--- src/design/efr_pkg.sv ---
// shared types and constants for the escaped frame receiver
`default_nettype none
package efr_pkg;

   localparam int BYTE_W      = 8;
   localparam int KIND_W      = 2;
   localparam int LEN_W       = 9;
   localparam int CSR_IDX_W   = 2;

   localparam int MAX_FRAME_BYTES_DEFAULT = 512;

   localparam logic [BYTE_W-1:0] FLAG_VALUE_RESET         = 8'h7e;
   localparam logic [BYTE_W-1:0] ESCAPE_VALUE_RESET       = 8'h7d;
   localparam logic [BYTE_W-1:0] FLAG_ESCAPE_CODE_RESET   = 8'h02;
   localparam logic [BYTE_W-1:0] ESCAPE_ESCAPE_CODE_RESET = 8'h01;

   typedef enum logic [CSR_IDX_W-1:0] {
      CSR_FLAG_VALUE         = 2'd0,
      CSR_ESCAPE_VALUE       = 2'd1,
      CSR_FLAG_ESCAPE_CODE   = 2'd2,
      CSR_ESCAPE_ESCAPE_CODE = 2'd3
   } csr_index_type;

   typedef enum logic [KIND_W-1:0] {
      EV_BYTE       = 2'd0,
      EV_DONE       = 2'd1,
      EV_BAD_ESCAPE = 2'd2,
      EV_OVERFLOW   = 2'd3
   } event_kind_type;

   typedef struct packed {
      logic [BYTE_W-1:0] flag_value;
      logic [BYTE_W-1:0] escape_value;
      logic [BYTE_W-1:0] flag_escape_code;
      logic [BYTE_W-1:0] escape_escape_code;
   } cfg_type;

   typedef struct packed {
      logic              valid;
      event_kind_type    kind;
      logic [BYTE_W-1:0] payload_byte;
      logic [LEN_W-1:0]  frame_length;
   } result_type;

endpackage
`default_nettype wire

--- src/design/efr_csr.sv ---
// configuration registers of the escaped frame receiver
`default_nettype none
module efr_csr (
   input  wire logic                           clock,
   input  wire logic                           reset,
   input  wire logic                           csr_write_enable,
   input  wire logic [efr_pkg::CSR_IDX_W-1:0]  csr_index,
   input  wire logic [efr_pkg::BYTE_W-1:0]     csr_write_data,
   output efr_pkg::cfg_type                    cfg
);
   import efr_pkg::*;

   cfg_type cfg_ff;
   cfg_type cfg_in;

   always_comb begin
      cfg_in = cfg_ff;
      if (csr_write_enable) begin
         case (csr_index_type'(csr_index))
            CSR_FLAG_VALUE:         cfg_in.flag_value         = csr_write_data;
            CSR_ESCAPE_VALUE:       cfg_in.escape_value       = csr_write_data;
            CSR_FLAG_ESCAPE_CODE:   cfg_in.flag_escape_code   = csr_write_data;
            CSR_ESCAPE_ESCAPE_CODE: cfg_in.escape_escape_code = csr_write_data;
            default:                cfg_in = cfg_ff;
         endcase
      end
   end

   always_ff @(posedge clock) begin
      if (reset) begin
         cfg_ff.flag_value         <= FLAG_VALUE_RESET;
         cfg_ff.escape_value       <= ESCAPE_VALUE_RESET;
         cfg_ff.flag_escape_code   <= FLAG_ESCAPE_CODE_RESET;
         cfg_ff.escape_escape_code <= ESCAPE_ESCAPE_CODE_RESET;
      end else begin
         cfg_ff <= cfg_in;
      end
   end

   assign cfg = cfg_ff;

endmodule
`default_nettype wire

--- src/design/efr_core.sv ---
// framing state and per-byte decode of the escaped frame receiver
`default_nettype none
module efr_core #(
   parameter int MAX_FRAME_BYTES = efr_pkg::MAX_FRAME_BYTES_DEFAULT
) (
   input  wire logic                        clock,
   input  wire logic                        reset,
   input  wire logic                        step,
   input  wire logic [efr_pkg::BYTE_W-1:0]  rx_byte,
   input  wire efr_pkg::cfg_type            cfg,
   output efr_pkg::result_type              result
);
   import efr_pkg::*;

   localparam int CNT_W = $clog2(MAX_FRAME_BYTES);
   localparam logic [CNT_W-1:0] CNT_ONE   = CNT_W'(1);
   localparam logic [CNT_W-1:0] CNT_LIMIT = CNT_W'(MAX_FRAME_BYTES - 1);

   logic             in_frame_ff, in_frame_in;
   logic             escape_pending_ff, escape_pending_in;
   logic [CNT_W-1:0] count_ff, count_in;

   logic              store;
   logic [BYTE_W-1:0] store_byte;
   logic [CNT_W-1:0]  len_full;

   assign len_full = count_ff - CNT_ONE;

   always_comb begin
      in_frame_in       = in_frame_ff;
      escape_pending_in = escape_pending_ff;
      count_in          = count_ff;
      store             = 1'b0;
      store_byte        = rx_byte;
      result            = '{valid: 1'b0, kind: EV_BYTE, payload_byte: '0, frame_length: '0};

      if (!in_frame_ff) begin
         // hunting: only the flag counts
         if (rx_byte == cfg.flag_value) begin
            in_frame_in       = 1'b1;
            escape_pending_in = 1'b0;
            count_in          = CNT_ONE;
         end
      end else if (escape_pending_ff) begin
         escape_pending_in = 1'b0;
         if (rx_byte == cfg.flag_escape_code) begin
            store      = 1'b1;
            store_byte = cfg.flag_value;
         end else if (rx_byte == cfg.escape_escape_code) begin
            store      = 1'b1;
            store_byte = cfg.escape_value;
         end else begin
            in_frame_in  = 1'b0;
            count_in     = '0;
            result.valid = 1'b1;
            result.kind  = EV_BAD_ESCAPE;
         end
      end else if (rx_byte == cfg.escape_value) begin
         escape_pending_in = 1'b1;
      end else if (rx_byte == cfg.flag_value) begin
         // empty frame keeps the frame open
         if (count_ff != CNT_ONE) begin
            in_frame_in         = 1'b0;
            count_in            = '0;
            result.valid        = 1'b1;
            result.kind         = EV_DONE;
            result.frame_length = LEN_W'(len_full);
         end
      end else begin
         store = 1'b1;
      end

      if (store) begin
         result.valid = 1'b1;
         if (count_ff == CNT_LIMIT) begin
            in_frame_in       = 1'b0;
            escape_pending_in = 1'b0;
            count_in          = '0;
            result.kind       = EV_OVERFLOW;
         end else begin
            count_in            = count_ff + CNT_ONE;
            result.kind         = EV_BYTE;
            result.payload_byte = store_byte;
         end
      end
   end

   always_ff @(posedge clock) begin
      if (reset) begin
         in_frame_ff       <= 1'b0;
         escape_pending_ff <= 1'b0;
         count_ff          <= '0;
      end else if (step) begin
         in_frame_ff       <= in_frame_in;
         escape_pending_ff <= escape_pending_in;
         count_ff          <= count_in;
      end
   end

endmodule
`default_nettype wire

--- src/design/escaped_frame_receiver_unit.sv ---
// top level of the escaped frame receiver: input register, decode, result register
//
//   channel  direction  handshake           payload
//   req      in         req_valid/req_stall rx_byte
//   rsp      out        rsp_valid/rsp_stall event_kind, payload_byte, frame_length
//   csr      in         csr_write_enable    csr_index, csr_write_data
//
// one item per cycle unless stalled; items pass the input, then the result register
// the decode between input and result register is a few byte compares and one count increment
// a byte that yields no result still passes through and updates the framing state
// reset (synchronous) empties both registers, restores the register defaults and starts hunting
// rsp_stall holds the result register; req_stall rises only while the input register is full
// and cannot move on, so a waiting result does not block the item behind it until both are full
`default_nettype none
module escaped_frame_receiver_unit #(
   parameter int MAX_FRAME_BYTES = efr_pkg::MAX_FRAME_BYTES_DEFAULT
) (
   input  wire logic                           clock,
   input  wire logic                           reset,
   // item input
   input  wire logic                           req_valid,
   output logic                                req_stall,
   input  wire logic [efr_pkg::BYTE_W-1:0]     req_rx_byte,
   // result output
   output logic                                rsp_valid,
   input  wire logic                           rsp_stall,
   output logic [efr_pkg::KIND_W-1:0]          rsp_event_kind,
   output logic [efr_pkg::BYTE_W-1:0]          rsp_payload_byte,
   output logic [efr_pkg::LEN_W-1:0]           rsp_frame_length,
   // configuration
   input  wire logic                           csr_write_enable,
   input  wire logic [efr_pkg::CSR_IDX_W-1:0]  csr_index,
   input  wire logic [efr_pkg::BYTE_W-1:0]     csr_write_data
);
   import efr_pkg::*;

   cfg_type    cfg;
   result_type result;

   // input register
   logic              in_valid_ff, in_valid_in;
   logic [BYTE_W-1:0] in_byte_ff;

   // result register
   logic              rsp_valid_ff, rsp_valid_in;
   event_kind_type    rsp_kind_ff;
   logic [BYTE_W-1:0] rsp_byte_ff;
   logic [LEN_W-1:0]  rsp_len_ff;

   logic advance;   // result register free or being emptied this cycle
   logic step;      // the held item is decoded this cycle
   logic accept;

   assign advance   = !rsp_valid_ff || !rsp_stall;
   assign step      = in_valid_ff && advance;
   assign req_stall = in_valid_ff && !advance;
   assign accept    = req_valid && !req_stall;

   efr_csr u_csr (
      .clock            (clock),
      .reset            (reset),
      .csr_write_enable (csr_write_enable),
      .csr_index        (csr_index),
      .csr_write_data   (csr_write_data),
      .cfg              (cfg)
   );

   efr_core #(
      .MAX_FRAME_BYTES (MAX_FRAME_BYTES)
   ) u_core (
      .clock   (clock),
      .reset   (reset),
      .step    (step),
      .rx_byte (in_byte_ff),
      .cfg     (cfg),
      .result  (result)
   );

   // input register keeps its item while stalled, else takes whatever is offered
   assign in_valid_in = req_stall ? 1'b1 : req_valid;

   // result register reloads whenever it can advance
   assign rsp_valid_in = advance ? (step && result.valid) : rsp_valid_ff;

   always_ff @(posedge clock) begin
      if (reset) begin
         in_valid_ff  <= 1'b0;
         rsp_valid_ff <= 1'b0;
      end else begin
         in_valid_ff  <= in_valid_in;
         rsp_valid_ff <= rsp_valid_in;
      end
   end

   // payload registers, no reset needed
   always_ff @(posedge clock) begin
      if (accept) begin
         in_byte_ff <= req_rx_byte;
      end
      if (step && result.valid) begin
         rsp_kind_ff <= result.kind;
         rsp_byte_ff <= result.payload_byte;
         rsp_len_ff  <= result.frame_length;
      end
   end

   assign rsp_valid        = rsp_valid_ff;
   assign rsp_event_kind   = rsp_kind_ff;
   assign rsp_payload_byte = rsp_byte_ff;
   assign rsp_frame_length = rsp_len_ff;

   // a held item is never dropped while the result side is stalled
   a_item_held: assert property (@(posedge clock) disable iff (reset)
      (in_valid_ff && !advance) |=> in_valid_ff)
      else $error("item lost from input register");

   // input stalls only when an item is waiting behind a blocked result
   a_stall_cause: assert property (@(posedge clock) disable iff (reset)
      req_stall |-> (in_valid_ff && rsp_valid_ff && rsp_stall))
      else $error("input stalled without cause");

   // only payload items carry a byte, only completed frames carry a length
   a_field_zero: assert property (@(posedge clock) disable iff (reset)
      rsp_valid |-> ((rsp_event_kind == EV_BYTE || rsp_payload_byte == '0) &&
                     (rsp_event_kind == EV_DONE || rsp_frame_length == '0)))
      else $error("result field set for wrong event kind");

   // a decoded item with a result always lands in the result register
   a_result_loaded: assert property (@(posedge clock) disable iff (reset)
      (step && result.valid) |=> rsp_valid_ff)
      else $error("result not registered");

endmodule
`default_nettype wire

--- config.mk ---
export PLATFORM = sky130hd
export DESIGN_NAME = escaped_frame_receiver_unit
export DESIGN_NICKNAME = d
export VERILOG_FILES = /design/src/design/efr_pkg.sv /design/src/design/efr_csr.sv /design/src/design/efr_core.sv /design/src/design/escaped_frame_receiver_unit.sv
export SDC_FILE = /design/constraint.sdc
export NUM_CORES = 1
export LEC_CHECK = 0
export BUFFER_PORTS_ARGS = -buffer_cell sky130_fd_sc_hd__buf_2
export CAP_MARGIN = 0
export CORE_UTILIZATION = 55
export DETAILED_ROUTE_END_ITERATION = 8
export MAX_ROUTING_LAYER = met4
export PLACE_DENSITY = 0.76
export SKIP_CTS_REPAIR_TIMING = 1
export SYNTH_ARGS = -nofsm -noshare
export SYNTH_HDL_FRONTEND = slang
export SYNTH_HIERARCHICAL = 1
export SYNTH_SLANG_ARGS = --single-unit
--- constraint.sdc ---
create_clock -name clock -period 2.9 [get_ports clock]
set_clock_uncertainty 0.05 [all_clocks]
set_input_delay 0.87 -clock clock [delete_from_list [all_inputs] [get_ports clock]]
set_output_delay 0.87 -clock clock [all_outputs]
set_load 0.03 [all_outputs]
* Word level (Yosys, flattened, before mapping)
Cells that the tools add are included.
** Cells by class
- Add/subtract/negate cells :: 2
- Equality and inequality tests :: 13
- Multiplexer cells :: 45
- Bitwise gates (word level) :: 4
- Reduce and logical (&&, ||, !) cells :: 19
** Operator list (count)
- 9-bit 2-to-1 mux :: 10
- 8-bit 2-to-1 mux :: 5
- 8-bit equality test :: 4
- 1-bit 2-to-1 mux :: 21
- 3-bit 2-to-1 mux :: 7
- 4-bit inequality test, second input constant :: 4
- 11-bit 2-to-1 mux :: 1
- 9-bit by 1-bit adder with 9-bit output, second input constant :: 1
- 9-bit equality test, second input constant :: 1
- 9-bit by 1-bit inequality test with 1-bit output, second input constant :: 1
- 9-bit by 1-bit subtractor with 9-bit output, second input constant :: 1
- 2-bit AND reduction :: 4
- 7-bit AND reduction :: 1
- 5-bit OR reduction :: 1
- 2-bit equality test, second input constant :: 2
- 1-bit logical AND :: 4
- 1-bit logical NOT :: 4
- 1-bit NOT :: 4
- 4-bit nonzero test :: 1
- 3-bit nonzero test :: 1
- 2-bit by 1-bit equality test with 1-bit output, second input constant :: 1
- 2-bit logical NOT :: 1
- 2-bit 2-to-1 mux :: 1
- 2-bit OR reduction :: 1
- 1-bit logical OR :: 1
** Word-level totals
- Register bits after elaboration :: 72
- Input bits :: 23
- Word-level logic and storage cells :: 96

* Logic depth before layout (Yosys ltp)
Gate-level depths: netlist of run 1.
- Depth after elaboration :: 8
- Mapped depth :: 9
- Depth with buffers taken out :: 9

* By module
The synthesis of run 1 kept the hierarchy.
** Modules (own cells, without submodules)
- efr_core :: times used 1, cells each 212, area an instance 1569.0 sq um, sequential area each 220.2 sq um
- efr_csr :: times used 1, cells each 124, area an instance 1293.7 sq um, sequential area each 640.6 sq um
- escaped_frame_receiver_unit :: times used 1, cells each 39, area an instance 904.6 sq um, sequential area each 850.8 sq um

* Worst setup path before layout of run 1
No wires, ideal clock.
- Path kind :: register to register
- Start :: register in_byte_ff[6]
- End :: register rsp_kind_ff[0] (netlist: rsp_event_kind[0]), enable pin
- Arrival time :: 2.067 ns
- Data required time :: 2.449 ns
- Path slack :: 0.382 ns
- Cell stages (with the launch flop) :: 8
- Clock period less this slack :: 2.518 ns
- Cells stage by stage :: edfxtp_1 > buf_4 > xnor2_1 > nand4_1 > o21ai_2 > o21ai_0 > nand2_1 > a21oi_1
** RTL lines
- from (decl) :: RTL line escaped_frame_receiver_unit.sv:42 : logic [BYTE_W-1:0] in_byte_ff;
- from (signal assigned) :: RTL line escaped_frame_receiver_unit.sv:98 : in_byte_ff <= req_rx_byte;
- to (signal assigned) :: RTL line escaped_frame_receiver_unit.sv:101 : rsp_kind_ff <= result.kind;
- to (decl) :: RTL line escaped_frame_receiver_unit.sv:46 : event_kind_type rsp_kind_ff;

* Worst setup path in the final report of run 1
- Start :: register in_byte_ff[6]
- End :: register rsp_byte_ff[0] (netlist: rsp_payload_byte[0]) (data pin)
** Between the ends
- Word-level cells in the longest chain between the ends :: 7
- Elaborated cells on any way between the ends :: 16
- Those cells by class :: eq/ne: 4; mux: 10; bitwise: 1; reduce/logical: 1
** RTL lines
- 8-bit equality test, on equally long branches :: RTL line efr_core.sv:60, efr_core.sv:49
- 1-bit 2-to-1 mux, on equally long branches :: RTL line efr_core.sv:60, efr_core.sv:49
- 1-bit 2-to-1 mux, on equally long branches :: RTL line efr_core.sv:58, efr_core.sv:46
- 1-bit 2-to-1 mux :: RTL line efr_core.sv:44 : end else if (escape_pending_ff) begin
- 1-bit 2-to-1 mux :: RTL line efr_core.sv:37 : if (!in_frame_ff) begin
- 1-bit NOT (no source line)
- 2-bit OR reduction (no source line)
- to (signal assigned) :: RTL line escaped_frame_receiver_unit.sv:102 : rsp_byte_ff <= result.payload_byte;
- to (decl) :: RTL line escaped_frame_receiver_unit.sv:47 : logic [BYTE_W-1:0] rsp_byte_ff;
Parallel ways exist; a longest one is shown, timed or not.
A chain may end at the register's enable or synchronous reset.

==> results of run 1 <==
## worst max-delay path, delay by kind of cell, from the launching register on
kind	cells	cell delay, ns
AND/OR/NAND/NOR	2	0.59
AO/OA/AOI/OAI	3	0.56
flip-flops	1	0.51
buffers and inverters	2	0.38
XOR/XNOR	1	0.21
## cells in the mapped netlist (all sizes together)
master,number
nor4,8
and3b,2
edfxtp,27
nand3,11
clkinv,2
nand3b,1
o211ai,1
o21ba,1
nand4,4
nor2,47
xnor2,20
a32oi,1
a21o,1
o2111ai,7
or3b,2
o21ai,6
dfxtp,45
nand2,15
buf,20
a31oi,1
mux2i,38
and2b,1
ha,4
clkbuf,6
nor3,9
inv,6
nor3b,2
or2,4
a21oi,8
a211o,1
a211oi,7
nor4b,1
and2,2
o31ai,1
nand2b,31
nand4b,1
a311oi,3
dlygate4sd1,1
a41o,1
xor2,18
o221ai,5
o22ai,3
## flip-flops by register name, summed over array words and instances (netlist names)
register                  count
in_byte_ff                    8
in_valid_ff                   1
rsp_event_kind                2
rsp_frame_length              9
rsp_payload_byte              8
rsp_valid                     1
u_core/count_ff               9
u_core/escape_pending_ff      1
u_core/in_frame_ff            1
u_csr/cfg                    32
## cells by family (layout without fill, tap and decap cells)
| family | count (synthesis) | after routing | share of synthesized area, % |
|---|---|---|---|
| adders and majority gates | 4 | 4 | 1.329 |
| buffers and inverters | 35 | 79 | 4.716 |
| xor gates and xnor gates | 38 | 38 | 8.834 |
| muxes | 38 | 38 | 10.10 |
| DFF | 72 | 72 | 45.43 |
| AOI/OAI and AO/OA | 47 | 47 | 9.300 |
| and+or+nand+nor | 141 | 141 | 20.29 |
## power by group through the flow
stage | combinational [µW] | clock, µW | sequential [µW]
2_1_floorplan | 107 | 0 | 1100
3_3_place_gp | 132 | 0 | 1120
3_5_place_dp | 133 | 0 | 1120
4_1_cts | 134 | 684 | 1100
5_1_grt | 146 | 729 | 1100
6_report | 135 | 675 | 1100
## routing by layer
layer	track usage [%]	vias up
li1	-	1405
met4	9.399	0
met2	34.52	120
met1	34.28	1343
met3	3.441	13
met5	-	-
## area by class of cell
| class | count | area (µm²) | area share [%] |
|---|---|---|---|
| clock inverters | 4 | 20.02 | 0.4778 |
| inverters | 8 | 30.03 | 0.7166 |
| multi-input cells | 268 | 1882 | 44.91 |
| well taps | 77 | 96.34 | 2.299 |
| clock buffers | 12 | 145.1 | 3.464 |
| repair buffers | 55 | 305.3 | 7.286 |
| flip-flops and latches | 72 | 1712 | 40.85 |
## metrics by stage
stage / power, µW / hold slack (ns) / worst slack (ns) / util (%)
6_report: 1907 / 0.4532 / 0.3868 / 64.52
5_1_grt: 1975 / 0.4660 / 0.2495 / 64.52
4_1_cts: 1915 / 0.4546 / 0.4291 / 64.52
3_5_place_dp: 1252 / 0.4380 / 0.4499 / 61.97
3_3_place_gp: 1250 / 0.4253 / 0.5559 / 61.97
2_1_floorplan: 1208 / 0.4101 / 0.3816 / -
## final timing paths
check,startpoint,endpoint,cells after the start
worst min register to register,u_csr/cfg[14]$_SDFFE_PP0P_,u_csr/cfg[14]$_SDFFE_PP0P_,2
worst max-delay path,in_byte_ff[6]$_DFFE_PP_,rsp_payload_byte[0]$_DFFE_PP_,8
worst max register to register,in_byte_ff[6]$_DFFE_PP_,rsp_payload_byte[0]$_DFFE_PP_,8
worst min-delay path,u_csr/cfg[14]$_SDFFE_PP0P_,u_csr/cfg[14]$_SDFFE_PP0P_,2
==> impl_metrics.py, run 1 <==
metrics = {
    "pwr": {
        "p_sw_uw": 448.7,
        "leakagePower_uw": 0.001631,
        "combPwrFrac_pct": 7.1,
        "power_density_mw_per_mm2": 455.2,
        "swShare_pct": 23.53,
        "p_clk_share_pct": 35.4,
        "internal_power_uw": 1459,
        "irDropWorstVdd_v": 0.0003451,
        "seqPwrFrac_pct": 57.5,
    },
    "floorplan": {
        "design.core.area_mm2": 0.006495,
        "fp.dieW_um": 84.77,
        "rows": 29,
        "initial_core_util_pct": 58.00,
        "dieArea_mm2": 0.007185,
        "ioPinCount": 44,
        "die_height_um": 84.77,
    },
    "min_path": {
        "hp-class": "flip-flop to flip-flop",
    },
    "sta": {
        "fmax_mhz": 397.9,
        "slew_viol_final": 0,
        "maxSlewHeadroom_pct": 56.61,
        "setup_violations": 0,
        "fin_crit_ns": 2.513,
        "finalHoldViolCount": 0,
        "post-route-period-util_pct": 86.66,
        "tns_ns": 0,
        "worst_pin_slew_ns": 0.6484,
        "rsz0062_at_grt": "false",
    },
    "yosys": {
        "ys_warn_count": 6,
        "synth_area_per_cell_um2": 10.05,
        "synth.top_cell.area_share_pct": 23.91,
        "synth-seq-cells": 72,
        "seq_area_frac_synth_pct": 45.43,
        "synth_cell_types": 52,
        "synthesis.area_mm2": 0.003767,
        "synthTopCellsByArea": "dfxtp_1 (24%), edfxtp_1 (22%), mux2i_1 (10%)",
        "synth_top_area_cell": "dfxtp_1",
        "syn_inst": 375,
        "syn-num-nets": 402,
    },
    "cells_and_area": {
        "diodes": 0,
        "layout_common_cells": "nor2_1 (46), dfxtp_1 (45), buf_2 (43), mux2i_1 (38), nand2b_1 (31)",
        "drive_gt1_share_pct": 19.57,
        "stdcell_area_mm2": 0.004190,
        "nFillCells": 547,
        "final_common_cell": "nor2_1",
        "syn_to_final_growth_pct": 11.23,
        "finalNonFillerCells": 496,
        "fin_nets": 441,
    },
    "place": {
        "dp_hpwl_mm": 5.893,
        "globalplace.congestion": 0.9346,
        "place_area_mm2": 0.004025,
        "dp.cells": 480,
        "io_buffers": 43,
    },
    "drt": {
        "wl_met3_um": 471,
        "highest_layer": "met4",
        "wl_per_cell_um": 15.98,
        "routed_wl_mm": 7.926,
        "via_count": 2881,
        "wl_met1_mm": 3.889,
        "drt_iter0_markers": 239,
        "drt_first_pass_iters": 7,
        "drc": 3,
        "viasPerCell": 5.808,
        "dr_wl_met2_mm": 3.434,
        "ant_nets": 0,
    },
    "clock_tree": {
        "clkTransAtPathRegs_ns": 0.07,
        "cts_root_buf": "clkbuf_8",
        "cts_buffers": 9,
        "cts_buffer_depth": 2,
        "cts_tree": "yes",
        "clkSinkCount": 72,
        "cts-htree-levels": 3,
        "clk_latency_ns": 0.34,
    },
    "status": {
        "status": "finished with violations",
        "violations": "DRC",
    },
    "global_routing": {
        "grt_antenna_before_repair": 0,
        "grt_pass1_wl_mm": 12.81,
        "grt_max_degree": 33,
        "grt_usage_pct": 24.04,
        "grt_overflow": 0,
        "grt_pass1_vias": 2581,
    },
    "worst_setup_path": {
        "cp_max_fo": 9,
        "crit_type": "flip-flop to flip-flop",
        "end_kind": "flip-flop",
        "cp-start-kind": "flip-flop",
        "path_cells": "xor2_1, nor4_1, nand2_1, a21oi_2, buf_4, o21ai_1, buf_4, a311oi_1",
        "cp_slowest_stage_delay_ns": 0.51,
        "arrival_ns": 2.60,
        "crit_required_ns": 2.99,
        "worst_path_max_delay_cell": "edfxtp_1",
        "r2r_slack_ns": 0.39,
        "worst_path_most_repeated_cell": "buf_4",
    },
    "job": {
        "drv_cap": 0,
    },
}
No activity file was read; power rests on OpenSTA's default activity.
==> run 2: changes to the inputs <==
==> constraint.sdc (replaced) <==
create_clock -name clock -period 3.25 [get_ports clock]
set_clock_uncertainty 0.05 [all_clocks]
set_input_delay 0.975 -clock clock [delete_from_list [all_inputs] [get_ports clock]]
set_output_delay 0.975 -clock clock [all_outputs]
set_load 0.03 [all_outputs]
==> impl_metrics.py, run 2 (synthesis gave the netlist of run 1 again) <==
metrics = {
    "clock_tree": {
        "clkSinkCount": 72,
        "clkTransAtPathRegs_ns": 0.07,
        "cts_root_buf": "clkbuf_8",
        "cts_buffer_depth": 2,
        "clk_latency_ns": 0.35,
        "cts_tree": "yes",
        "cts_buffers": 9,
        "cts-htree-levels": 3,
    },
    "floorplan": {
        "fp.dieW_um": 84.77,
        "design.core.area_mm2": 0.006495,
        "dieArea_mm2": 0.007185,
        "ioPinCount": 44,
        "rows": 29,
        "die_height_um": 84.77,
        "initial_core_util_pct": 58.00,
    },
    "worst_setup_path": {
        "cp-start-kind": "flip-flop",
        "r2r_slack_ns": 0.65,
        "cp_max_fo": 10,
        "arrival_ns": 2.62,
        "end_kind": "flip-flop",
        "crit_type": "flip-flop to flip-flop",
        "crit_required_ns": 3.27,
    },
    "drt": {
        "drt_iter0_markers": 352,
        "routed_wl_mm": 8.315,
        "ant_nets": 0,
        "drc": 3,
        "viasPerCell": 5.931,
        "drt_first_pass_iters": 8,
        "wl_per_cell_um": 16.93,
        "via_count": 2912,
    },
    "place": {
        "dp.cells": 476,
        "io_buffers": 43,
        "place_area_mm2": 0.003995,
        "dp_slack_ns": 0.7187,
        "globalplace.congestion": 0.9230,
        "dp_hpwl_mm": 6.127,
    },
    "status": {
        "status": "finished with violations",
        "violations": "DRC",
    },
    "cells_and_area": {
        "finalNonFillerCells": 491,
        "fin_nets": 437,
        "drive_gt1_share_pct": 19.32,
        "layout_common_cells": "nor2_1 (46), dfxtp_1 (45), buf_2 (43), mux2i_1 (38), nand2b_1 (31)",
        "nFillCells": 529,
        "largest_reg_flops": 32,
        "stdcell_area_mm2": 0.004159,
        "diodes": 0,
        "final_common_cell": "nor2_1",
        "ff_latch_area_mm2": 0.001712,
        "multi_input_area_mm2": 0.001882,
        "syn_to_final_growth_pct": 10.40,
    },
    "sta": {
        "maxSlewHeadroom_pct": 51.98,
        "fin_crit_ns": 2.596,
        "finalHoldViolCount": 0,
        "slew_viol_final": 0,
        "tns_ns": 0,
        "worst_slack_ns": 0.6542,
        "post-route-period-util_pct": 79.87,
        "worst_pin_slew_ns": 0.7177,
        "setup_violations": 0,
        "rsz0062_at_grt": "false",
        "fmax_mhz": 385.2,
    },
    "min_path": {
        "hp-class": "flip-flop to flip-flop",
    },
    "global_routing": {
        "grt_max_degree": 43,
        "grt_antenna_before_repair": 0,
        "grt_pass1_vias": 2668,
        "grt_usage_pct": 25.37,
        "grt_pass1_wl_mm": 13.35,
        "grt_overflow": 0,
    },
    "pwr": {
        "p_total_uw": 1702,
        "irDropWorstVdd_v": 0.0003016,
        "leakagePower_uw": 0.001615,
        "power_density_mw_per_mm2": 409.1,
    },
    "job": {
        "drv_cap": 0,
    },
}
==> run 2: changes by cell type in the layout (fill, tap and decap cells not counted) <==
cell      delta
clkinv_2     +2
buf_4        -4
clkbuf_1     -1
clkinv_1     -2
==> run 2: metrics by stage <==
step / utilization [%] / hold slack (ns)
final: 64.03 / 0.4507
after floorplan: - / 0.4101
after detailed placement: 61.51 / 0.4375
after CTS: 64.03 / 0.4519
after global placement: 61.51 / 0.4312
after global routing: 64.03 / 0.4790
==> run 2: worst max-delay path: stages, from the launching register on <==
cell	delay [ns]
edfxtp_1	0.51
xnor2_1	0.21
nand4_1	0.24
nor2_1	0.39
nor2_2	0.17
o21ai_1	0.45
buf_4	0.25
a311oi_1	0.06
==> run 2: final timing paths <==
path / from / endpoint / cells past startpoint
setup / recovery: in_byte_ff[2]$_DFFE_PP_ / rsp_payload_byte[3]$_DFFE_PP_ / 7
hold / removal: u_csr/cfg[15]$_SDFFE_PP0P_ / u_csr/cfg[15]$_SDFFE_PP0P_ / 2
setup reg to reg: in_byte_ff[2]$_DFFE_PP_ / rsp_payload_byte[3]$_DFFE_PP_ / 7
hold reg to reg: u_csr/cfg[15]$_SDFFE_PP0P_ / u_csr/cfg[15]$_SDFFE_PP0P_ / 2
==> run 2: final cells by class <==
class                      count  share of cell area [%]
multi-input combinational    268                   45.25
clock buffer                  11                   3.400
timing repair buffer          51                   6.619
clock inverter                 4                  0.5415
tap                           77                   2.316
inverter                       8                  0.7220
sequential                    72                   41.16
==> run 2: where the power goes <==
group | total (µW) | internal (µW) | leakage [µW] | switching, µW
logic | 123 | 56.1 | 0.000946 | 66.8
clock network | 601 | 289 | 0.0000850 | 312
registers | 978 | 952 | 0.000584 | 25.5
total | 1700 | 1300 | 0.00162 | 404
==> run 2: routing by layer <==
metal,track usage [%],routed length (µm),up-vias
met5,-,0,-
met1,35.08,3967,1354
li1,-,-,1394
met2,35.77,3606,149
met4,10.48,150,0
met3,5.900,590,15
==> run 3: changes to the inputs <==
==> constraint.sdc (replaced) <==
create_clock -name clock -period 2.4 [get_ports clock]
set_clock_uncertainty 0.05 [all_clocks]
set_input_delay 0.72 -clock clock [delete_from_list [all_inputs] [get_ports clock]]
set_output_delay 0.72 -clock clock [all_outputs]
set_load 0.03 [all_outputs]
==> impl_metrics.py, run 3 (synthesis gave the netlist of run 1 again) <==
metrics = {
    "job": {
        "drv_cap": 0,
    },
    "worst_setup_path": {
        "rr_startpoint": "in_byte_ff[1]$_DFFE_PP_",
        "crit_required_ns": 2.48,
        "crit_type": "flip-flop to flip-flop",
        "worst_r2r_path_depth": 8,
        "reg2reg_to": "rsp_payload_byte[0]$_DFFE_PP_",
        "r2r_slack_ns": -0.009,
        "end_kind": "flip-flop",
        "crit_start": "in_byte_ff[1]$_DFFE_PP_",
        "cp-start-kind": "flip-flop",
        "crit_path_end": "rsp_payload_byte[0]$_DFFE_PP_",
        "arrival_ns": 2.48,
        "cp_max_fo": 14,
    },
    "sta": {
        "setup_violations": 1,
        "maxSlewHeadroom_pct": 58.10,
        "tns_ns": -0.009109,
        "post-route-period-util_pct": 100.4,
        "worst_slack_ns": -0.009109,
        "fmax_mhz": 415.1,
        "rsz0062_at_grt": "true",
        "fin_crit_ns": 2.409,
        "slew_viol_final": 0,
        "finalHoldViolCount": 0,
        "worst_pin_slew_ns": 0.6285,
    },
    "floorplan": {
        "fp.dieW_um": 84.77,
        "dieArea_mm2": 0.007185,
        "ioPinCount": 44,
        "rows": 29,
        "die_height_um": 84.77,
        "design.core.area_mm2": 0.006495,
        "initial_core_util_pct": 58.00,
    },
    "status": {
        "status": "finished with violations",
        "violations": "DRC, setup timing",
    },
    "global_routing": {
        "grt_usage_pct": 27.64,
        "grt_pass1_wl_mm": 14.53,
        "grt_pass1_vias": 2887,
        "grt_max_degree": 46,
        "grt_antenna_before_repair": 0,
        "grt_overflow": 0,
    },
    "clock_tree": {
        "cts_root_buf": "clkbuf_8",
        "clkTransAtPathRegs_ns": 0.07,
        "clkSinkCount": 72,
        "cts-htree-levels": 3,
        "cts_buffer_depth": 2,
        "cts_buffers": 9,
        "cts_tree": "yes",
        "clk_latency_ns": 0.35,
    },
    "cells_and_area": {
        "syn_to_final_growth_pct": 23.02,
        "fin_nets": 483,
        "layout_common_cells": "buf_4 (50), nor2_1 (45), dfxtp_1 (45), buf_2 (43), mux2i_1 (38)",
        "finalNonFillerCells": 538,
        "stdcell_area_mm2": 0.004634,
        "drive_gt1_share_pct": 28.20,
        "diodes": 0,
        "largest_reg_flops": 32,
        "final_common_cell": "buf_4",
    },
    "drt": {
        "viasPerCell": 5.807,
        "via_count": 3124,
        "ant_nets": 0,
        "drc": 4,
        "drt_iter0_markers": 314,
        "routed_wl_mm": 9.373,
        "wl_per_cell_um": 17.42,
        "drt_first_pass_iters": 6,
    },
    "pwr": {
        "p_total_uw": 2603,
        "power_density_mw_per_mm2": 561.6,
        "irDropWorstVdd_v": 0.0003230,
        "leakagePower_uw": 0.001884,
    },
    "place": {
        "globalplace.congestion": 0.9436,
        "dp_slack_ns": -0.06573,
        "dp.cells": 516,
        "io_buffers": 43,
        "dp_hpwl_mm": 6.898,
        "place_area_mm2": 0.004333,
    },
    "min_path": {
        "hp-class": "flip-flop to flip-flop",
    },
}
[run 3: cell count changes in the layout (fill, tap and decap cells not counted), sizes merged]
| cell | before | now |
|---|---|---|
| clkinv | 5 | 3 |
| clkbuf | 11 | 13 |
| clkinvlp | 1 | 0 |
| buf | 51 | 97 |
| inv | 6 | 7 |
| bufinv | 0 | 1 |
[run 3: cell type report]
cell class,count,area (µm²)
flip-flops and latches,72,1712
multi-input cells,268,1909
repair buffers,97,661.9
fillers,462,1861
well taps,77,96.34
clock inverters,3,43.79
inverters,8,30.03
clock buffers,13,181.4
[run 3: power by group]
group / internal (µW) / leakage (µW) / switching (µW)
Clock: 610 / 0.000114 / 467
Combinational: 103 / 0.00119 / 109
Sequential: 1290 / 0.000584 / 26.0
Total: 2000 / 0.00188 / 602
[run 3: metal layers]
layer,global-route usage [%],wire length (µm)
met5,-,0
met4,8.012,155
met3,5.605,685
met2,41.61,4285
met1,37.84,4247
[run 3: metrics by stage]
| step | hold WS (ns) | util [%] |
|---|---|---|
| final | 0.4411 | 71.35 |
| after detailed placement | 0.4305 | 66.71 |
| after CTS | 0.4430 | 70.18 |
| after floorplan | 0.4101 | - |
| after global routing | 0.4669 | 71.35 |
| after global placement | 0.4224 | 66.71 |
[run 3: how the worst min path moves through the flow]
stage                                     from                    endpoint  cells after the start
detailed placement  u_csr/cfg[12]$_SDFFE_PP0P_  u_csr/cfg[12]$_SDFFE_PP0P_                      2
global route        u_csr/cfg[14]$_SDFFE_PP0P_  u_csr/cfg[14]$_SDFFE_PP0P_                      2
global placement     u_csr/cfg[1]$_SDFFE_PP0P_   u_csr/cfg[1]$_SDFFE_PP0P_                      2
CTS                 u_csr/cfg[12]$_SDFFE_PP0P_  u_csr/cfg[12]$_SDFFE_PP0P_                      2
finish              u_csr/cfg[12]$_SDFFE_PP0P_  u_csr/cfg[12]$_SDFFE_PP0P_                      2
floorplan           u_csr/cfg[15]$_SDFFE_PP0P_  u_csr/cfg[15]$_SDFFE_PP0P_                      2
[run 3: critical path, cell delays in order (launching register included)]
cell	delay (ns)
edfxtp_1	0.43
buf_4	0.17
xor2_1	0.18
nor4_1	0.32
nand2_1	0.17
a21oi_2	0.23
buf_6	0.19
nor2_1	0.08
a311oi_2	0.36
